==> src/sbq_pkg.sv <==
// ----------------------------------------------------------------------------
// sbq_pkg: shared types and constants for the stereo biquad filter
// Word formats, configuration register indexes, controller states and the
// command and status groups between controller and datapath.
// ----------------------------------------------------------------------------
`timescale 1ns / 1ps

package sbq_pkg;

    // fixed formats
    localparam int COEF_BITS  = 32;
    localparam int STATE_BITS = 48;
    localparam int CHANNELS   = 2;
    localparam int CH_W       = (CHANNELS > 1) ? $clog2(CHANNELS) : 1;

    // defaults for the top level parameters
    localparam int SAMPLE_BITS_DEF    = 24;
    localparam int COEF_FRAC_BITS_DEF = 30;

    // configuration register indexes
    localparam int IDX_W = 3;

    typedef enum logic [IDX_W-1:0] {
        REG_COEF_B0 = 3'd0,
        REG_COEF_B1 = 3'd1,
        REG_COEF_B2 = 3'd2,
        REG_COEF_A1 = 3'd3,
        REG_COEF_A2 = 3'd4
    } cfg_idx_t;

    // coefficient feeding the shared multiplier
    typedef enum logic [2:0] {
        SEL_B0,
        SEL_B1,
        SEL_B2,
        SEL_A1,
        SEL_A2
    } coef_sel_t;

    // controller states: one per step of a channel, plus idle and hand-over
    typedef enum logic [2:0] {
        ST_IDLE,
        ST_MUL_B0,
        ST_ACC,
        ST_ROUND,
        ST_MUL_A1,
        ST_MUL_A2,
        ST_UPDATE,
        ST_FINISH
    } state_t;

    typedef struct packed {
        logic            capture;
        logic            mul_en;
        coef_sel_t       coef_sel;
        logic            use_y;
        logic            acc_load;
        logic            y_load;
        logic            t_load;
        logic            u_load;
        logic            t_sub;
        logic            state_write;
        logic            out_load;
        logic [CH_W-1:0] ch;
    } cmd_t;

    typedef struct packed {
        logic out_free;
    } status_t;

endpackage

==> src/sbq_ctrl.sv <==
// ----------------------------------------------------------------------------
// sbq_ctrl: sequencer for the stereo biquad filter
// Steps every channel through six steps of multiply and accumulate, then
// hands the finished word to the output register.
// ----------------------------------------------------------------------------
`timescale 1ns / 1ps

module sbq_ctrl (
    input  logic             clk,
    input  logic             rst_n,
    input  logic             in_valid,
    output logic             in_ready,
    input  sbq_pkg::status_t status,
    output sbq_pkg::cmd_t    cmd
);
    import sbq_pkg::*;

    state_t          state_reg, state_next;
    logic [CH_W-1:0] ch_reg, ch_next;

    // state and channel registers
    always_ff @(posedge clk or negedge rst_n)
    begin
        if (!rst_n)
        begin
            state_reg <= ST_IDLE;
            ch_reg    <= '0;
        end
        else
        begin
            state_reg <= state_next;
            ch_reg    <= ch_next;
        end
    end

    // next state and commands
    always_comb
    begin
        state_next = state_reg;
        ch_next    = ch_reg;
        cmd        = '0;
        cmd.ch     = ch_reg;
        in_ready   = 1'b0;
        unique case (state_reg)
            ST_IDLE:
            begin
                in_ready = 1'b1;
                if (in_valid)
                begin
                    cmd.capture = 1'b1;
                    ch_next     = '0;
                    state_next  = ST_MUL_B0;
                end
            end
            ST_MUL_B0:
            begin
                cmd.mul_en   = 1'b1;
                cmd.coef_sel = SEL_B0;
                state_next   = ST_ACC;
            end
            ST_ACC:
            begin
                cmd.mul_en   = 1'b1;
                cmd.coef_sel = SEL_B1;
                cmd.acc_load = 1'b1;
                state_next   = ST_ROUND;
            end
            ST_ROUND:
            begin
                cmd.mul_en   = 1'b1;
                cmd.coef_sel = SEL_B2;
                cmd.y_load   = 1'b1;
                cmd.t_load   = 1'b1;
                state_next   = ST_MUL_A1;
            end
            ST_MUL_A1:
            begin
                cmd.mul_en   = 1'b1;
                cmd.coef_sel = SEL_A1;
                cmd.use_y    = 1'b1;
                cmd.u_load   = 1'b1;
                state_next   = ST_MUL_A2;
            end
            ST_MUL_A2:
            begin
                cmd.mul_en   = 1'b1;
                cmd.coef_sel = SEL_A2;
                cmd.use_y    = 1'b1;
                cmd.t_sub    = 1'b1;
                state_next   = ST_UPDATE;
            end
            ST_UPDATE:
            begin
                cmd.state_write = 1'b1;
                if (ch_reg == CH_W'(CHANNELS - 1))
                begin
                    state_next = ST_FINISH;
                end
                else
                begin
                    ch_next    = ch_reg + 1'b1;
                    state_next = ST_MUL_B0;
                end
            end
            ST_FINISH:
            begin
                // hold until the output register is free
                if (status.out_free)
                begin
                    cmd.out_load = 1'b1;
                    state_next   = ST_IDLE;
                end
            end
            default:
            begin
                state_next = ST_IDLE;
            end
        endcase
    end

endmodule

==> src/sbq_datapath.sv <==
// ----------------------------------------------------------------------------
// sbq_datapath: arithmetic and storage for the stereo biquad filter
// Coefficient registers, one shared multiplier, accumulators, per-channel
// delay registers and the output register.
// ----------------------------------------------------------------------------
`timescale 1ns / 1ps

module sbq_datapath #(
    parameter int SAMPLE_BITS    = sbq_pkg::SAMPLE_BITS_DEF,
    parameter int COEF_FRAC_BITS = sbq_pkg::COEF_FRAC_BITS_DEF
) (
    input  logic                          clk,
    input  logic                          rst_n,
    input  logic                          wr_en,
    input  logic [sbq_pkg::IDX_W-1:0]     wr_index,
    input  logic [sbq_pkg::COEF_BITS-1:0] wr_data,
    input  logic signed [SAMPLE_BITS-1:0] x_in [sbq_pkg::CHANNELS],
    input  sbq_pkg::cmd_t                 cmd,
    output sbq_pkg::status_t              status,
    input  logic                          out_ready,
    output logic                          out_valid,
    output logic signed [SAMPLE_BITS-1:0] y_out [sbq_pkg::CHANNELS]
);
    import sbq_pkg::*;

    localparam int STATE_FRAC = STATE_BITS - 3 - SAMPLE_BITS;
    localparam int SHIFT_D    = STATE_FRAC - COEF_FRAC_BITS;
    localparam int SHIFT_L    = (SHIFT_D > 0) ? SHIFT_D : 0;
    localparam int SHIFT_R    = (SHIFT_D < 0) ? -SHIFT_D : 0;
    localparam int PROD_W     = COEF_BITS + SAMPLE_BITS;
    localparam int SP_W       = PROD_W + SHIFT_L + 1;
    localparam int SUM_W      = ((SP_W > STATE_BITS) ? SP_W : STATE_BITS) + 2;
    localparam int RND_W      = STATE_BITS + 1;
    localparam int Q_W        = RND_W - STATE_FRAC;

    logic signed [COEF_BITS-1:0]   b0_reg, b0_next, b1_reg, b1_next, b2_reg, b2_next;
    logic signed [COEF_BITS-1:0]   a1_reg, a1_next, a2_reg, a2_next;
    logic signed [SAMPLE_BITS-1:0] x_reg [CHANNELS];
    logic signed [SAMPLE_BITS-1:0] x_next [CHANNELS];
    logic signed [SAMPLE_BITS-1:0] res_reg [CHANNELS];
    logic signed [SAMPLE_BITS-1:0] res_next [CHANNELS];
    logic signed [SAMPLE_BITS-1:0] out_reg [CHANNELS];
    logic signed [SAMPLE_BITS-1:0] out_next [CHANNELS];
    logic signed [STATE_BITS-1:0]  fd_reg [CHANNELS];
    logic signed [STATE_BITS-1:0]  fd_next [CHANNELS];
    logic signed [STATE_BITS-1:0]  sd_reg [CHANNELS];
    logic signed [STATE_BITS-1:0]  sd_next [CHANNELS];
    logic signed [SAMPLE_BITS-1:0] y_reg, y_next;
    logic signed [PROD_W-1:0]      prod_reg, prod_next;
    logic signed [STATE_BITS-1:0]  acc_reg, acc_next;
    logic signed [SUM_W-1:0]       t_reg, t_next, u_reg, u_next;
    logic                          out_valid_reg, out_valid_next;

    logic signed [COEF_BITS-1:0]   mul_coef;
    logic signed [SAMPLE_BITS-1:0] mul_smp;
    logic signed [SP_W-1:0]        prod_ext, sp;
    logic signed [SUM_W-1:0]       sp_ext, fd_ext, sd_ext;
    logic signed [RND_W-1:0]       rnd;
    logic signed [Q_W-1:0]         q;
    logic [Q_W-SAMPLE_BITS:0]      q_top;
    logic signed [SAMPLE_BITS-1:0] y_sat;

    // clamp a wide sum to the signed state range
    function automatic logic signed [STATE_BITS-1:0] sat_state(
        input logic signed [SUM_W-1:0] v
    );
        logic [SUM_W-STATE_BITS:0]    top;
        logic signed [STATE_BITS-1:0] r;
        top = v[SUM_W-1:STATE_BITS-1];
        if ((&top) || !(|top))
        begin
            r = v[STATE_BITS-1:0];
        end
        else if (v[SUM_W-1])
        begin
            r = {1'b1, {(STATE_BITS-1){1'b0}}};
        end
        else
        begin
            r = {1'b0, {(STATE_BITS-1){1'b1}}};
        end
        return r;
    endfunction

    // configuration writes; unknown indexes drop
    always_comb
    begin
        b0_next = b0_reg;
        b1_next = b1_reg;
        b2_next = b2_reg;
        a1_next = a1_reg;
        a2_next = a2_reg;
        if (wr_en)
        begin
            unique case (wr_index)
                REG_COEF_B0: b0_next = wr_data;
                REG_COEF_B1: b1_next = wr_data;
                REG_COEF_B2: b2_next = wr_data;
                REG_COEF_A1: a1_next = wr_data;
                REG_COEF_A2: a2_next = wr_data;
                default: ;
            endcase
        end
    end

    // multiplier operands
    always_comb
    begin
        unique case (cmd.coef_sel)
            SEL_B0:  mul_coef = b0_reg;
            SEL_B1:  mul_coef = b1_reg;
            SEL_B2:  mul_coef = b2_reg;
            SEL_A1:  mul_coef = a1_reg;
            SEL_A2:  mul_coef = a2_reg;
            default: mul_coef = b0_reg;
        endcase
        mul_smp = cmd.use_y ? y_reg : x_reg[cmd.ch];
    end

    assign prod_next = cmd.mul_en ? (mul_coef * mul_smp) : prod_reg;

    // move the registered product to state scaling
    assign prod_ext = SP_W'(prod_reg);

    generate
        if (SHIFT_R > 0)
        begin : g_shift_right
            localparam logic signed [SP_W-1:0] HALF = SP_W'(1) <<< (SHIFT_R - 1);
            assign sp = (prod_ext + HALF) >>> SHIFT_R;
        end
        else
        begin : g_shift_left
            assign sp = prod_ext <<< SHIFT_L;
        end
    endgenerate

    assign sp_ext = SUM_W'(sp);
    assign fd_ext = SUM_W'(fd_reg[cmd.ch]);
    assign sd_ext = SUM_W'(sd_reg[cmd.ch]);

    // round the accumulator to a sample and saturate
    always_comb
    begin
        rnd   = RND_W'(acc_reg) + (RND_W'(1) <<< (STATE_FRAC - 1));
        q     = rnd[RND_W-1:STATE_FRAC];
        q_top = q[Q_W-1:SAMPLE_BITS-1];
        if ((&q_top) || !(|q_top))
        begin
            y_sat = q[SAMPLE_BITS-1:0];
        end
        else if (q[Q_W-1])
        begin
            y_sat = {1'b1, {(SAMPLE_BITS-1){1'b0}}};
        end
        else
        begin
            y_sat = {1'b0, {(SAMPLE_BITS-1){1'b1}}};
        end
    end

    // accumulators
    always_comb
    begin
        acc_next = cmd.acc_load ? sat_state(sp_ext + fd_ext) : acc_reg;
        y_next   = cmd.y_load ? y_sat : y_reg;
        u_next   = cmd.u_load ? sp_ext : u_reg;
        t_next   = t_reg;
        if (cmd.t_load)
        begin
            t_next = sp_ext;
        end
        else if (cmd.t_sub)
        begin
            t_next = t_reg - sp_ext;
        end
    end

    // per-channel words: input capture, results, delays, output
    always_comb
    begin
        for (int c = 0; c < CHANNELS; c++)
        begin
            x_next[c]   = cmd.capture ? x_in[c] : x_reg[c];
            res_next[c] = res_reg[c];
            fd_next[c]  = fd_reg[c];
            sd_next[c]  = sd_reg[c];
            out_next[c] = cmd.out_load ? res_reg[c] : out_reg[c];
            if (cmd.y_load && (cmd.ch == CH_W'(c)))
            begin
                res_next[c] = y_sat;
            end
            if (cmd.state_write && (cmd.ch == CH_W'(c)))
            begin
                fd_next[c] = sat_state(t_reg + sd_ext);
                sd_next[c] = sat_state(u_reg - sp_ext);
            end
        end
    end

    // output handshake
    always_comb
    begin
        out_valid_next = out_valid_reg;
        if (cmd.out_load)
        begin
            out_valid_next = 1'b1;
        end
        else if (out_ready)
        begin
            out_valid_next = 1'b0;
        end
    end

    assign status.out_free = !out_valid_reg || out_ready;
    assign out_valid       = out_valid_reg;
    assign y_out           = out_reg;

    // control state, coefficients and delays
    always_ff @(posedge clk or negedge rst_n)
    begin
        if (!rst_n)
        begin
            out_valid_reg <= 1'b0;
            b0_reg        <= COEF_BITS'(1) << COEF_FRAC_BITS;
            b1_reg        <= '0;
            b2_reg        <= '0;
            a1_reg        <= '0;
            a2_reg        <= '0;
            for (int c = 0; c < CHANNELS; c++)
            begin
                fd_reg[c] <= '0;
                sd_reg[c] <= '0;
            end
        end
        else
        begin
            out_valid_reg <= out_valid_next;
            b0_reg        <= b0_next;
            b1_reg        <= b1_next;
            b2_reg        <= b2_next;
            a1_reg        <= a1_next;
            a2_reg        <= a2_next;
            fd_reg        <= fd_next;
            sd_reg        <= sd_next;
        end
    end

    // payload registers
    always_ff @(posedge clk)
    begin
        prod_reg <= prod_next;
        acc_reg  <= acc_next;
        y_reg    <= y_next;
        t_reg    <= t_next;
        u_reg    <= u_next;
        x_reg    <= x_next;
        res_reg  <= res_next;
        out_reg  <= out_next;
    end

endmodule

==> src/stereo_biquad_df2t_top.sv <==
// ----------------------------------------------------------------------------
// stereo_biquad_df2t_top: stereo second-order IIR section, transposed form
// Both channels of a frame run in turn through six steps each on one 32xN
// multiplier; a hand-over state, held while the output is occupied, then loads
// the output register, and a new frame is taken only back in the idle state.
// Reset clears the delays, sets b0 to unity, other coefficients to zero.
// ----------------------------------------------------------------------------
`timescale 1ns / 1ps

module stereo_biquad_df2t_top #(
    parameter int SAMPLE_BITS    = sbq_pkg::SAMPLE_BITS_DEF,
    parameter int COEF_FRAC_BITS = sbq_pkg::COEF_FRAC_BITS_DEF
) (
    input  logic                          clk,
    input  logic                          rst_n,
    input  logic                          wr_en,
    input  logic [sbq_pkg::IDX_W-1:0]     wr_index,
    input  logic [sbq_pkg::COEF_BITS-1:0] wr_data,
    input  logic                          in_valid,
    output logic                          in_ready,
    input  logic signed [SAMPLE_BITS-1:0] left_in,
    input  logic signed [SAMPLE_BITS-1:0] right_in,
    output logic                          out_valid,
    input  logic                          out_ready,
    output logic signed [SAMPLE_BITS-1:0] left_out,
    output logic signed [SAMPLE_BITS-1:0] right_out
);
    import sbq_pkg::*;

    cmd_t                          cmd;
    status_t                       status;
    logic signed [SAMPLE_BITS-1:0] x_arr [CHANNELS];
    logic signed [SAMPLE_BITS-1:0] y_arr [CHANNELS];

    // map the stereo ports onto channel words
    assign x_arr[0]  = left_in;
    assign x_arr[1]  = right_in;
    assign left_out  = y_arr[0];
    assign right_out = y_arr[1];

    sbq_ctrl u_ctrl (
        .clk      (clk),
        .rst_n    (rst_n),
        .in_valid (in_valid),
        .in_ready (in_ready),
        .status   (status),
        .cmd      (cmd)
    );

    sbq_datapath #(
        .SAMPLE_BITS    (SAMPLE_BITS),
        .COEF_FRAC_BITS (COEF_FRAC_BITS)
    ) u_datapath (
        .clk       (clk),
        .rst_n     (rst_n),
        .wr_en     (wr_en),
        .wr_index  (wr_index),
        .wr_data   (wr_data),
        .x_in      (x_arr),
        .cmd       (cmd),
        .status    (status),
        .out_ready (out_ready),
        .out_valid (out_valid),
        .y_out     (y_arr)
    );

    // busy after taking a frame
    a_busy_after_accept: assert property (@(posedge clk) disable iff (!rst_n)
        (in_valid && in_ready) |=> !in_ready)
        else $error("input still ready after a frame was taken");

    // never overwrite a word that waits at the output
    a_load_when_free: assert property (@(posedge clk) disable iff (!rst_n)
        cmd.out_load |-> status.out_free)
        else $error("output register loaded while occupied");

    // output words come only from the hand-over step
    a_valid_from_load: assert property (@(posedge clk) disable iff (!rst_n)
        $rose(out_valid) |-> $past(cmd.out_load))
        else $error("out_valid rose without a load");

    // delay update follows the last feedback product
    a_update_order: assert property (@(posedge clk) disable iff (!rst_n)
        cmd.state_write |-> $past(cmd.t_sub))
        else $error("delay update out of sequence");

endmodule

==> config.mk <==
export PLATFORM = sky130hd
export DESIGN_NAME = stereo_biquad_df2t_top
export DESIGN_NICKNAME = d
export VERILOG_FILES = /design/src/sbq_pkg.sv /design/src/sbq_ctrl.sv /design/src/sbq_datapath.sv /design/src/stereo_biquad_df2t_top.sv
export SDC_FILE = /design/constraint.sdc
export NUM_CORES = 2
export LEC_CHECK = 0
export CORE_MARGIN = 1
export CORE_UTILIZATION = 40
export DETAILED_ROUTE_END_ITERATION = 6
export DONT_BUFFER_PORTS = 1
export GPL_TIMING_DRIVEN = 0
export PLACE_DENSITY = 0.63
export SLEW_MARGIN = 25
export SYNTH_ARGS = -nofsm -noshare
export SYNTH_HDL_FRONTEND = slang
export SYNTH_HIERARCHICAL = 1
export SYNTH_SLANG_ARGS = --single-unit
==> constraint.sdc <==
create_clock -name clk -period 11.8 [get_ports clk]
set_input_delay 1.18 -clock clk [delete_from_list [all_inputs] [get_ports clk]]
set_output_delay 1.18 -clock clk [all_outputs]
set_load 0.1 [all_outputs]
# [Yosys cells after proc, flatten, opt, wreduce, memory -nomap -nowiden]
# Cells that the tools add are included.
[totals] register_bits=736 input_bits=88 output_inout_bits=50 elab_cells=128
[op_classes] add_sub_neg=7 n_mul=1 magnitude_cmp=1 n_eq_ne=17 n_mux=42 bitwise=2 n_reduce_logical=35
[op_table] cell="48-bit 2-to-1 mux" count=12
[op_table] cell="24-bit 2-to-1 mux" count=6
[op_table] cell="32-bit one-hot mux with 4 select lines" count=1
[op_table] cell="59-bit 2-to-1 mux" count=2
[op_table] cell="59-bit by 48-bit adder with 59-bit output" count=1
[op_table] cell="59-bit by 48-bit subtractor with 59-bit output" count=1
[op_table] cell="56-bit by 10-bit adder with 57-bit output, second input constant" count=1
[op_table] cell="32-bit by 24-bit multiplier with 56-bit output" count=1
[op_table] cell="48-bit by 22-bit adder with 49-bit output, second input constant" count=1
[op_table] cell="48-bit by 48-bit adder with 49-bit output" count=1
[op_table] cell="48-bit by 48-bit subtractor with 49-bit output" count=1
[op_table] cell="12-bit AND reduction" count=3
[op_table] cell="12-bit OR reduction" count=3
[op_table] cell="3-bit one-hot mux with 8 select lines" count=1
[op_table] cell="4-bit one-hot mux with 5 select lines" count=1
[op_table] cell="3-bit by 2-bit equality test with 1-bit output, second input constant" count=6
[op_table] cell="3-bit equality test, second input constant" count=6
[op_table] cell="1-bit 2-to-1 mux" count=14
[op_table] cell="2-bit AND reduction" count=7
[op_table] cell="3-bit by 1-bit equality test with 1-bit output, second input constant" count=3
[op_table] cell="3-bit 2-to-1 mux" count=3
[op_table] cell="3-bit logical NOT" count=2
[op_table] cell="2-bit nonzero test" count=3
[op_table] cell="1-bit logical NOT" count=5
[op_table] cell="other kinds (12)" count=20

# [Logic depth before layout (Yosys ltp)]
[logic_depth] ltp_word=9 depth_mapped=41 depth_no_buf=35

# [Cells and area by module]
# The synthesis kept the hierarchy.
[modules_own_cells] module="sbq_datapath" instances=1 cells_each=6582 area_each_um2=65376.5
[modules_own_cells] module="sbq_ctrl" instances=1 cells_each=41 area_each_um2=306.5

# [Worst setup path before layout]
# OpenSTA, ideal clock, no wires.
[synth_timing] kind="register to register" from="register u_ctrl.ch_reg" to="register u_datapath.prod_reg[55], data pin" arrival_time_ns=8.856 t_required_ns=11.540 slack_ns=2.684 stages_incl_launch_ff=33 cell_sequence="dfrtp_1 buf_4 buf_2 buf_1 buf_1 mux2i_1 o21ai_1 clkbuf_1 nand2_1 fa_1 inv_1 fa_1 fa_1 fa_1 fa_1 fa_1 inv_1 fa_1 inv_1 ha_1 a21o_1 a21o_1 a21oi_1 nor2_1 a211oi_1 o21ai_0 o2111ai_1 a31oi_1 nor3_1 o21bai_1 a21o_1 a221o_1 xnor2_1"
[synth_between] elab_chain_len=6
[synth_lines] item="start: declaration" line="sbq_ctrl.sv:19" rtl="logic [CH_W-1:0] ch_reg, ch_next;"
[synth_lines] item="start signal: assignment" line="sbq_ctrl.sv:32" rtl="ch_reg <= ch_next;"
[synth_lines] item="1-bit NOT with 2-bit output (not written as such)" line="sbq_datapath.sv:117" rtl="mul_smp = cmd.use_y ? y_reg : x_reg[cmd.ch];"
[synth_lines] item="24-bit 2-to-1 mux (not written as such) (3 in a row)" line="sbq_datapath.sv:117"
[synth_lines] item="24-bit 2-to-1 mux" line="sbq_datapath.sv:117"
[synth_lines] item="32-bit by 24-bit multiplier with 56-bit output" line="sbq_datapath.sv:120" rtl="assign prod_next = cmd.mul_en ? (mul_coef * mul_smp) : prod_reg;"
[synth_lines] item="end signal: assignment" line="sbq_datapath.sv:251" rtl="prod_reg <= prod_next;"
[synth_lines] item="end: declaration" line="sbq_datapath.sv:49" rtl="logic signed [PROD_W-1:0] prod_reg, prod_next;"
# Every way passes these cells. The select of a mux whose other input is x is not followed.
# A chain may end at the register's enable or synchronous reset.

# [Worst setup path in the final report]
[layout_timing] from="register u_ctrl.ch_reg" to="register u_datapath.prod_reg[50], data pin"
# Same word-level chain as after synthesis.

==> impl_metrics.yaml <==
layout:
  drive_gt1_frac: 0.08493
  area_growth_pct: 9.203
  fin_util: 0.4402
  layout_commonest_cell: "inv_1"
  fillCellCount: 15657
  layout_common_cells: "inv_1 (881), fa_1 (785), nand2_1 (751), nor2_1 (577), ha_1 (359)"
  nNetsFinal: 7952
timing:
  fin_worst_skew_ns: 0.03843
  post-route-min-period_ns: 11.57
  drv_slew: 0
  fin_setup_tns_ns: 0
  fmax_mhz: 86.44
  slew_headroom: 0.05121
  setup_violations: 0
  rsz0062_at_grt: "true"
  worst_slew_pin_slew_ns: 1.423
  hold_viol: 0
  timing.final.crit_share: 0.9804
global_routing:
  grt_pass1_vias: 51001
  grt_max_degree: 358
  grt-ovfl-total: 0
  grt_use_total: 0.2626
  grt_antenna_before_repair: 8
  grt_first_pass_wirelength_mm: 325.6
floorplan:
  io_pins: 138
  die_h_um: 407.2
  core_area_sq_mm: 0.1630
  rows: 148
  die_width_um: 407.2
  dieArea_sq_mm: 0.1658
  start_util: 0.4031
drt:
  drt-pass1-iter-count: 7
  wl_per_cell_um: 24.28
  wl_mm: 217.6
  drc: 0
  drtIter0Drc: 4379
  drt.antenna.violating_nets: 0
  viasPerCell: 5.560
  num_vias: 49832
critical_path:
  worst_r2r_path_depth: 33
  cp_common_cell: "fa_1"
  worstPathMaxFanout: 10
  start_kind: "register"
  cp_slowest_cell: "clkbuf_1"
  r2r_slack_ns: 0.23
  crit_type: "reg2reg"
  startpoint: "u_ctrl/ch_reg"
  r2r_start: "u_ctrl/ch_reg"
  worstPathRequired_ns: 12.21
  reg2reg_to: "u_datapath/prod_reg[50]"
  slowest_delay_ns: 0.71
  worstPathArrival_ns: 11.98
  endpoint_kind: "register"
hold_path:
  worstHoldPathType: "in2async"
synthesis:
  ys_seq_area_frac: 0.2965
  yosys.cell_types.count: 86
  synth_seq_cells: 708
  synthCells: 6623
  syn_area_per_cell_sq_um: 9.917
  yosysWarnings: 6
  synth_fp_nets: 7855
  synth_edf_count: 351
  async_reset_ff_frac: 0.5042
  ys.flop_type: "dfrtp_1"
  synthTopCellsByArea: "fa_1 (24%), edfxtp_1 (16%), dfrtp_1 (14%)"
  synth_top_cell_area_share: 0.2393
  synth_area_sq_mm: 0.06568
  synth_top_area_cell: "fa_1"
cts:
  clock_path_buffers: 3
  hold_buffers: 0
  postCtsSetupBuffers: 0
  clkLatencyLatePin_ns: 0.72
  cts.sinks: 708
  numCtsBuffers: 79
  clk_pin_slew_worst_paths_ns: 0.07
  cts_root_buf: "clkbuf_16"
  cts_tree: "done"
  htree_levels: 3
placement:
  hpwlAfterDp_mm: 177.7
  io_buffers: 0
  gp_congestion: 1.039
status:
  status: "finished clean"
job:
  maxCapViolations: 0
[kinds of logic (layout without fill, tap and decap cells)]
group,Yosys count,in the layout,synth area share
adder cells (fa/ha/maj),1149,1149,0.3084
multiplexers,287,287,0.04867
AO/OA/AOI/OAI,1188,1188,0.1158
XOR/XNOR,303,303,0.04040
buffers and inverters,1194,1353,0.06968
flip-flops,708,708,0.2965
AND/OR/NAND/NOR,1794,1794,0.1205
other,0,5,0
[worst max-delay path by stage]
| stage | to | slack [ns] | cells after the start |
|---|---|---|---|
| 2_1_floorplan | u_datapath/prod_reg[55] | 2.68 | 32 |
| 4_1_cts | u_datapath/prod_reg[55] | 0.008 | 35 |
| 3_3_place_gp | u_datapath/prod_reg[54] | -2.26 | 29 |
| 6_report | u_datapath/prod_reg[50] | 0.23 | 33 |
| 5_1_grt | u_datapath/prod_reg[55] | -0.003 | 36 |
| 3_5_place_dp | u_datapath/prod_reg[54] | -1.74 | 29 |
[routing by layer]
layer	wire length (um)	share of wire	GRT usage
met1	91190	0.42	0.3502
met2	98900	0.45	0.4168
met3	15990	0.073	0.04405
met4	11540	0.053	0.1221
met5	13	0.000060	0
[synthesized netlist by cell type, types with 8 or more instances]
library cell and n:
a22o_1 21, o21a_1 43, and4_1 43, nand4_1 73, nand2b_1 54, o211ai_1 104, nor3_1 44, or2_2 15
nor2b_1 39, a2111oi_0 8, buf_6 9, a22oi_1 30, inv_1 881, fa_1 785, o21ai_1 20, nor2_1 579
o22ai_1 12, xnor2_1 171, a21oi_1 354, o31ai_1 13, a21oi_2 10, a21o_1 125, nand2_1 751, ha_1 359
a31oi_1 18, and3_1 41, mux2i_1 28, a221oi_1 12, mux2_2 259, o21bai_1 29, and2_1 33, edfxtp_1 351
xor2_1 132, dfrtp_1 356, clkbuf_1 279, a211o_1 11, o221ai_1 10, buf_1 13, o21ai_0 257, a211oi_1 26
nand3_1 82
[cell type report]
cell class / count / area (sq um) / share of cell area
Sequential cell: 708 / 19470 / 0.2715
Antenna cell: 5 / 12.51 / 0.0001744
Buffer: 306 / 1336 / 0.01863
Multi-Input combinational cell: 4721 / 41870 / 0.5837
Clock inverter: 31 / 357.8 / 0.004989
Tap cell: 2175 / 2721 / 0.03794
Inverter: 883 / 3314 / 0.04621
Clock buffer: 112 / 2235 / 0.03115
Timing Repair Buffer: 21 / 407.9 / 0.005687
[worst max-delay path: cells and delay by family, from the launching register on]
kind | cells | cell delay [ns]
AOI/OAI and AO/OA | 10 | 3.45
xor gates and xnor gates | 1 | 0.48
adders and majority gates | 8 | 3.62
buffers and inverters | 8 | 2.14
DFF | 1 | 0.40
muxes | 1 | 0.60
and+or+nand+nor | 5 | 0.49
[repair_timing]
item	CTS	global route
resized for setup	57	52
endpoints found under the setup margin	16	10
pin swaps	0	3
[per-stage QoR]
stage	setup slack, ns	cell area [sq um]	instances	hold WS [ns]
after global placement	-2.262	68400	8798	0.4010
after floorplan	2.684	65680	6623	0.4003
after global routing	-0.003073	71720	8957	0.1676
final	0.2317	71730	8962	0.1922
after detailed placement	-1.740	68940	8819	0.4045
after CTS	0.008485	71640	8959	0.1634
Power is not shown: default switching activity piles up to over one toggle a cycle in this logic, so the estimate is an artifact.
